==> config.mk <==
export PLATFORM = sky130hd
export DESIGN_NAME = heap_sort_engine_unit
export DESIGN_NICKNAME = d
export VERILOG_FILES = /design/src/hdl/hse_pkg.sv /design/src/hdl/hse_ram.sv /design/src/hdl/heap_sort_engine_unit.sv
export SDC_FILE = /design/constraint.sdc
export NUM_CORES = 2
export LEC_CHECK = 0
export ABC_AREA = 1
export BUFFER_PORTS_ARGS = -buffer_cell sky130_fd_sc_hd__buf_2
export CAP_MARGIN = 20
export CORE_ASPECT_RATIO = 0.9
export CORE_MARGIN = 1
export CORE_UTILIZATION = 25
export DETAILED_ROUTE_END_ITERATION = 10
export GPL_ROUTABILITY_DRIVEN = 0
export GPL_TIMING_DRIVEN = 0
export PLACE_DENSITY = 0.38
export RECOVER_POWER = 50
export SKIP_LAST_GASP = 1
export SYNTH_ARGS = -nofsm -noshare
export SYNTH_HDL_FRONTEND = slang
export SYNTH_SLANG_ARGS = --single-unit
==> constraint.sdc <==
create_clock -name clk -period 24.6 [get_ports clk]
set_input_delay 2.46 -clock clk [delete_from_list [all_inputs] [get_ports clk]]
set_output_delay 2.46 -clock clk [all_outputs]
set_load 0.02 [all_outputs]
==> src/hdl/hse_pkg.sv <==
package hse_pkg;

    localparam int HSE_MAX_ITEMS = 64;
    localparam int HSE_DATA_W    = 32;

endpackage

==> src/hdl/hse_ram.sv <==
module hse_ram #(
    parameter int WIDTH = 32,
    parameter int DEPTH = 64
) (
    input  logic                     clk,
    input  logic                     we,
    input  logic [$clog2(DEPTH)-1:0] waddr,
    input  logic [WIDTH-1:0]         wdata,
    input  logic [$clog2(DEPTH)-1:0] raddr,
    output logic [WIDTH-1:0]         rdata
);

    logic [WIDTH-1:0] mem [DEPTH];
    logic [WIDTH-1:0] rdata_reg;

    always_ff @(posedge clk)
    begin
        if (we)
        begin
            mem[waddr] <= wdata;
        end
        rdata_reg <= mem[raddr];
    end

    assign rdata = rdata_reg;

endmodule

==> src/hdl/heap_sort_engine_unit.sv <==
// Heap sort engine. Words are collected one per cycle into a single-port-read
// store of MAX_ITEMS entries until a word with is_last arrives; words that find
// the store full are discarded and every result of that set then carries
// dropped. The set is sorted in place by a sequencer around one signed
// comparator and the store's single read port: each sift-down level issues
// the left child read, compares the left child, then compares the right child
// and writes back; each extraction first swaps root and last entry, and the
// bottom-up build loads each node before sifting it down. Results then leave in
// ascending order behind an output register, each fetched only after the one
// before it has been taken; item_stall stays high from the last word until the
// greatest result has been taken.
module heap_sort_engine_unit
    import hse_pkg::*;
#(
    parameter int MAX_ITEMS = HSE_MAX_ITEMS
) (
    input  logic                         clk,
    input  logic                         rst_n,
    input  logic                         item_valid,
    output logic                         item_stall,
    input  logic signed [HSE_DATA_W-1:0] value,
    input  logic                         is_last,
    output logic                         res_valid,
    input  logic                         res_stall,
    output logic signed [HSE_DATA_W-1:0] sorted_value,
    output logic                         is_last_res,
    output logic                         dropped
);

    localparam int ADDR_W  = $clog2(MAX_ITEMS);
    localparam int CNT_W   = $clog2(MAX_ITEMS + 1);
    localparam int CHILD_W = ADDR_W + 2;

    typedef enum logic [3:0] {
        S_IDLE,
        S_B_NEXT,
        S_LD,
        S_CHK,
        S_RDL,
        S_RDR,
        S_X_NEXT,
        S_X1,
        S_X2,
        S_E_RD,
        S_E_WAIT,
        S_E_HOLD
    } state_t;

    state_t                  state_reg, state_next;
    logic                    extract_reg, extract_next;
    logic [CNT_W-1:0]        cnt_reg, cnt_next;
    logic                    ovf_reg, ovf_next;
    logic [CNT_W-1:0]        n_reg, n_next;
    logic [CNT_W-1:0]        bi_reg, bi_next;
    logic [CNT_W-1:0]        xi_reg, xi_next;
    logic [CNT_W-1:0]        k_reg, k_next;
    logic [CNT_W-1:0]        size_reg, size_next;
    logic [ADDR_W-1:0]       node_reg, node_next;
    logic [ADDR_W-1:0]       best_idx_reg, best_idx_next;
    logic [HSE_DATA_W-1:0]   cur_reg, cur_next;
    logic [HSE_DATA_W-1:0]   tmp_reg, tmp_next;
    logic [HSE_DATA_W-1:0]   best_val_reg, best_val_next;
    logic                    res_valid_reg, res_valid_next;
    logic [HSE_DATA_W-1:0]   sorted_value_reg, sorted_value_next;
    logic                    is_last_res_reg, is_last_res_next;
    logic                    dropped_reg, dropped_next;

    logic                    ram_we;
    logic [ADDR_W-1:0]       ram_waddr;
    logic [HSE_DATA_W-1:0]   ram_wdata;
    logic [ADDR_W-1:0]       ram_raddr;
    logic [HSE_DATA_W-1:0]   ram_rdata;

    logic [CHILD_W-1:0]      left_idx;
    logic [CHILD_W-1:0]      right_idx;
    logic                    left_in;
    logic                    right_in;
    logic [HSE_DATA_W-1:0]   cmp_b;
    logic                    cmp_gt;
    logic [CNT_W-1:0]        cnt_after;
    logic [HSE_DATA_W-1:0]   fin_val;
    logic [ADDR_W-1:0]       fin_idx;

    hse_ram #(
        .WIDTH (HSE_DATA_W),
        .DEPTH (MAX_ITEMS)
    ) u_ram (
        .clk   (clk),
        .we    (ram_we),
        .waddr (ram_waddr),
        .wdata (ram_wdata),
        .raddr (ram_raddr),
        .rdata (ram_rdata)
    );

    assign left_idx  = {1'b0, node_reg, 1'b1};
    assign right_idx = left_idx + 1'b1;
    assign left_in   = left_idx < CHILD_W'(size_reg);
    assign right_in  = right_idx < CHILD_W'(size_reg);

    // shared signed comparator
    assign cmp_b  = (state_reg == S_RDL) ? cur_reg : best_val_reg;
    assign cmp_gt = $signed(ram_rdata) > $signed(cmp_b);

    assign cnt_after = (cnt_reg < CNT_W'(MAX_ITEMS)) ? cnt_reg + 1'b1 : cnt_reg;

    always_comb
    begin
        if (right_in && cmp_gt)
        begin
            fin_val = ram_rdata;
            fin_idx = right_idx[ADDR_W-1:0];
        end
        else
        begin
            fin_val = best_val_reg;
            fin_idx = best_idx_reg;
        end
    end

    always_comb
    begin
        state_next        = state_reg;
        extract_next      = extract_reg;
        cnt_next          = cnt_reg;
        ovf_next          = ovf_reg;
        n_next            = n_reg;
        bi_next           = bi_reg;
        xi_next           = xi_reg;
        k_next            = k_reg;
        size_next         = size_reg;
        node_next         = node_reg;
        best_idx_next     = best_idx_reg;
        cur_next          = cur_reg;
        tmp_next          = tmp_reg;
        best_val_next     = best_val_reg;
        res_valid_next    = res_valid_reg;
        sorted_value_next = sorted_value_reg;
        is_last_res_next  = is_last_res_reg;
        dropped_next      = dropped_reg;
        ram_we            = 1'b0;
        ram_waddr         = node_reg;
        ram_wdata         = cur_reg;
        ram_raddr         = node_reg;

        unique case (state_reg)
            S_IDLE:
            begin
                if (item_valid)
                begin
                    if (cnt_reg < CNT_W'(MAX_ITEMS))
                    begin
                        ram_we    = 1'b1;
                        ram_waddr = cnt_reg[ADDR_W-1:0];
                        ram_wdata = value;
                    end
                    else
                    begin
                        ovf_next = 1'b1;
                    end
                    cnt_next = cnt_after;
                    if (is_last)
                    begin
                        n_next       = cnt_after;
                        bi_next      = cnt_after >> 1;
                        extract_next = 1'b0;
                        state_next   = S_B_NEXT;
                    end
                end
            end
            S_B_NEXT:
            begin
                if (bi_reg == '0)
                begin
                    xi_next      = n_reg;
                    extract_next = 1'b1;
                    state_next   = S_X_NEXT;
                end
                else
                begin
                    node_next  = ADDR_W'(bi_reg - 1'b1);
                    ram_raddr  = ADDR_W'(bi_reg - 1'b1);
                    bi_next    = bi_reg - 1'b1;
                    size_next  = n_reg;
                    state_next = S_LD;
                end
            end
            S_LD:
            begin
                cur_next   = ram_rdata;
                state_next = S_CHK;
            end
            S_CHK:
            begin
                if (!left_in)
                begin
                    ram_we     = 1'b1;
                    state_next = extract_reg ? S_X_NEXT : S_B_NEXT;
                end
                else
                begin
                    ram_raddr  = left_idx[ADDR_W-1:0];
                    state_next = S_RDL;
                end
            end
            S_RDL:
            begin
                ram_raddr = right_idx[ADDR_W-1:0];
                if (cmp_gt)
                begin
                    best_val_next = ram_rdata;
                    best_idx_next = left_idx[ADDR_W-1:0];
                end
                else
                begin
                    best_val_next = cur_reg;
                    best_idx_next = node_reg;
                end
                state_next = S_RDR;
            end
            S_RDR:
            begin
                ram_we = 1'b1;
                if (fin_idx == node_reg)
                begin
                    state_next = extract_reg ? S_X_NEXT : S_B_NEXT;
                end
                else
                begin
                    ram_wdata  = fin_val;
                    node_next  = fin_idx;
                    state_next = S_CHK;
                end
            end
            S_X_NEXT:
            begin
                if (xi_reg <= CNT_W'(1))
                begin
                    k_next     = '0;
                    state_next = S_E_RD;
                end
                else
                begin
                    ram_raddr  = '0;
                    state_next = S_X1;
                end
            end
            S_X1:
            begin
                tmp_next   = ram_rdata;
                ram_raddr  = ADDR_W'(xi_reg - 1'b1);
                state_next = S_X2;
            end
            S_X2:
            begin
                cur_next   = ram_rdata;
                ram_we     = 1'b1;
                ram_waddr  = ADDR_W'(xi_reg - 1'b1);
                ram_wdata  = tmp_reg;
                size_next  = xi_reg - 1'b1;
                xi_next    = xi_reg - 1'b1;
                node_next  = '0;
                state_next = S_CHK;
            end
            S_E_RD:
            begin
                ram_raddr  = k_reg[ADDR_W-1:0];
                state_next = S_E_WAIT;
            end
            S_E_WAIT:
            begin
                res_valid_next    = 1'b1;
                sorted_value_next = ram_rdata;
                is_last_res_next  = (k_reg + 1'b1) == n_reg;
                dropped_next      = ovf_reg;
                state_next        = S_E_HOLD;
            end
            S_E_HOLD:
            begin
                if (!res_stall)
                begin
                    res_valid_next = 1'b0;
                    if (is_last_res_reg)
                    begin
                        cnt_next   = '0;
                        ovf_next   = 1'b0;
                        state_next = S_IDLE;
                    end
                    else
                    begin
                        k_next     = k_reg + 1'b1;
                        state_next = S_E_RD;
                    end
                end
            end
            default:
            begin
                state_next = S_IDLE;
            end
        endcase
    end

    always_ff @(posedge clk or negedge rst_n)
    begin
        if (!rst_n)
        begin
            state_reg        <= S_IDLE;
            extract_reg      <= 1'b0;
            cnt_reg          <= '0;
            ovf_reg          <= 1'b0;
            n_reg            <= '0;
            bi_reg           <= '0;
            xi_reg           <= '0;
            k_reg            <= '0;
            size_reg         <= '0;
            node_reg         <= '0;
            res_valid_reg    <= 1'b0;
            sorted_value_reg <= '0;
            is_last_res_reg  <= 1'b0;
            dropped_reg      <= 1'b0;
        end
        else
        begin
            state_reg        <= state_next;
            extract_reg      <= extract_next;
            cnt_reg          <= cnt_next;
            ovf_reg          <= ovf_next;
            n_reg            <= n_next;
            bi_reg           <= bi_next;
            xi_reg           <= xi_next;
            k_reg            <= k_next;
            size_reg         <= size_next;
            node_reg         <= node_next;
            res_valid_reg    <= res_valid_next;
            sorted_value_reg <= sorted_value_next;
            is_last_res_reg  <= is_last_res_next;
            dropped_reg      <= dropped_next;
        end
    end

    // data path registers
    always_ff @(posedge clk)
    begin
        best_idx_reg <= best_idx_next;
        cur_reg      <= cur_next;
        tmp_reg      <= tmp_next;
        best_val_reg <= best_val_next;
    end

    assign item_stall   = state_reg != S_IDLE;
    assign res_valid    = res_valid_reg;
    assign sorted_value = sorted_value_reg;
    assign is_last_res  = is_last_res_reg;
    assign dropped      = dropped_reg;

endmodule

==> flow_metrics.env <==
export IMPL_hp_class="register to register"
export IMPL_synth_area_leader_cell="edfxtp_1"
export IMPL_cts_buffers=242
export IMPL_rrSetupSlack_ns=14.19
export IMPL_hold_ws_ns=0.487
export IMPL_clk_pin_slew_ns=0.06
export IMPL_layout_common_cells="2,399 x nand2_1, 2,150 x edfxtp_1, 1,979 x nand3_1"
export IMPL_core_area_um2=374000
export IMPL_cts_sinks=2271
export IMPL_worst_ep_required_time_ns=25.34
export IMPL_wire_per_inst_um=26.3
export IMPL_max_slew_margin_pct=-77.2
export IMPL_drive_gt1_share_pct=9.45
export IMPL_crit_fanout=28
export IMPL_postCtsHoldBufs=0
export IMPL_synth_warnings=0
export IMPL_cp_start_kind="register"
export IMPL_hold_viol=0
export IMPL_clockBufferDepth=4
export IMPL_cts_resized=0
export IMPL_worstReg2RegEnd="u_ram.mem[40][1]"
export IMPL_finalCriticalPeriod_ns=10.41
export IMPL_fp_dieW_um=648
export IMPL_drv_cap=62
export IMPL_critical_path_arrival_ns=11.16
export IMPL_nets=8611
export IMPL_worstSetupEndpointType="register"
export IMPL_grt_setup_unrepaired="no"
export IMPL_area_delta_synth_final_pct=17.5
export IMPL_synth_edf_count=2150
export IMPL_grt_overflow_total=0
export IMPL_ys_seq_area_share_pct=71.9
export IMPL_rr_startpoint="state_reg[2]"
export IMPL_yosys_top_cells_area="edfxtp_1 69%, nand3_1 11%, nand2_1 9.6%"
export IMPL_cts_tree="yes"
export IMPL_min_to="sorted_value[1]"
export IMPL_start_util_pct=25.1
export IMPL_clk_latency_ns=0.94
export IMPL_worst_pin_slew_ns=2.66
export IMPL_critical_path_top_delay_family="buffers and inverters"
export IMPL_io_pins=73
export IMPL_grt_util_all_layers_pct=18.6
export IMPL_via_count=64400
export IMPL_setup_tns_ns=0
export IMPL_cts_root_buffer="clkbuf_16"
export IMPL_grt_start_max_net_pins=47
export IMPL_reg2reg_depth=28
export IMPL_antenna_found_initial=37
export IMPL_grt_pass1_wl_mm=497
export IMPL_via_per_inst=4.71
export IMPL_top_register="u_ram.mem"
export IMPL_syn_area_um2=93800
export IMPL_io_buffers=72
export IMPL_min_path_cells=2
export IMPL_synth_avg_cell_area_um2=11.7
export IMPL_layout_commonest_cell="nand2_1"
export IMPL_slew_viol_final=1351
export IMPL_cp_startpoint="state_reg[2]"
export IMPL_syn_nets=8137
export IMPL_detail_route_antenna_nets=0
export IMPL_min_period_over_period_pct=42.3
export IMPL_drt_pass1_iterations=6
export IMPL_path_common_cell="clkbuf_1"
export IMPL_status="complete, but fails checks"
export IMPL_first_iter_violations=6400
export IMPL_detailed_place_hpwl_mm=261
export IMPL_h_tree_depth=4
export IMPL_nFillCells=38400
export IMPL_synth_top_cell_area_share_pct=68.8
export IMPL_worstSetupPathType="register to register"
export IMPL_drc=0
export IMPL_rows=213
export IMPL_post_cts_setup_buffers=0
export IMPL_slowest_delay_ns=1.37
export IMPL_crit_path_top_delay_cell="clkbuf_1"
export IMPL_clock_skew_ns=0.0888
export IMPL_ys_flop_type="edfxtp_1"
export IMPL_ys_ff_latch=2271
export IMPL_syn_inst=8050
export IMPL_hold_start="sorted_value[1]"
export IMPL_critPathBufInv=10
export IMPL_fmax_mhz=96.0
export IMPL_violations="capacitance limit, slew limit"
export IMPL_synthArstFlopShare_pct=3.92
export IMPL_die_area_um2=378000
export IMPL_grt_pass1_vias=61700
export IMPL_routed_wl_mm=360
export IMPL_synth_distinct_cells=51
export IMPL_setup_viol=0
export IMPL_fp_dieH_um=583
export IMPL_largest_register_ffs=2048
## layer usage
| metal | track usage (%) | vias to the layer above | wire [µm] |
|---|---|---|---|
| met2 | 28.0 | 1984 | 155000 |
| met4 | 5.85 | 2 | 12300 |
| met1 | 27.6 | 32400 | 171000 |
| li1 | - | 29600 | - |
| met3 | 2.46 | 412 | 21100 |
| met5 | 0 | - | 7 |
## stage by stage
stage / setup slack [ns] / instance area [µm²] / util (%) / cells
after global routing: 13.52 / 110000 / 29.5 / 13700
final: 14.19 / 110000 / 29.5 / 13700
after CTS: 17.12 / 112000 / 29.9 / 13700
after global placement: 6.06 / 100000 / 26.8 / 13100
after detailed placement: 17.13 / 104000 / 27.9 / 13200
after floorplan: 16.80 / 93800 / - / 8050
## synthesized netlist by cell type (all sizes together) (18+ instances only)
| cell | instances |
|---|---|
| nand2 | 2408 |
| edfxtp | 2150 |
| nand3 | 1987 |
| buf | 366 |
| o21ai | 215 |
| inv | 182 |
| nor2 | 171 |
| clkbuf | 136 |
| dfrtp | 89 |
| ha | 50 |
| a21oi | 45 |
| a221oi | 36 |
| o21a | 35 |
| dfxtp | 32 |
| nand4 | 31 |
| mux2i | 24 |
| o22ai | 18 |
| xor2 | 18 |
## area by class of cell
| type | instances | area, µm² | share of cell area [%] |
|---|---|---|---|
| Sequential cell | 2271 | 67400 | 61.2 |
| Multi-Input combinational cell | 5092 | 23700 | 21.5 |
| Clock buffer | 310 | 6550 | 5.94 |
| Tap cell | 4945 | 6190 | 5.61 |
| Timing Repair Buffer | 230 | 2430 | 2.21 |
| Buffer | 502 | 2290 | 2.08 |
| Clock inverter | 120 | 883 | 0.801 |
| Inverter | 185 | 694 | 0.630 |
| Antenna cell | 14 | 35.0 | 0.0318 |
## kinds of logic after synthesis
family	share of synthesized area (%)
buf+inv	3.21
simple gates	21.3
xor+xnor	0.215
compound gates	2.44
mux	0.268
fa+ha+maj	0.667
flops	71.9
## worst min-delay path, delay by kind of cell (launching register included)
family             cells  cell delay [ns]
and+or+nand+nor        1             0.05
AOI/OAI and AO/OA      1             0.06
DFF                    1             0.35
## how the worst max path moves through the flow
stage,endpoint,slack (ns),cells after the start
floorplan,u_ram.mem[0][0],16.80,23
global placement,u_ram.mem[44][14],6.06,22
detailed placement,u_ram.mem[46][12],17.13,10
CTS,u_ram.mem[54][30],17.12,26
global route,u_ram.mem[10][1],13.52,28
finish,u_ram.mem[40][1],14.19,28
Power is left out: the tool's default activity adds up to more than one toggle a clock period on the data nets, which glitch-free logic cannot reach.
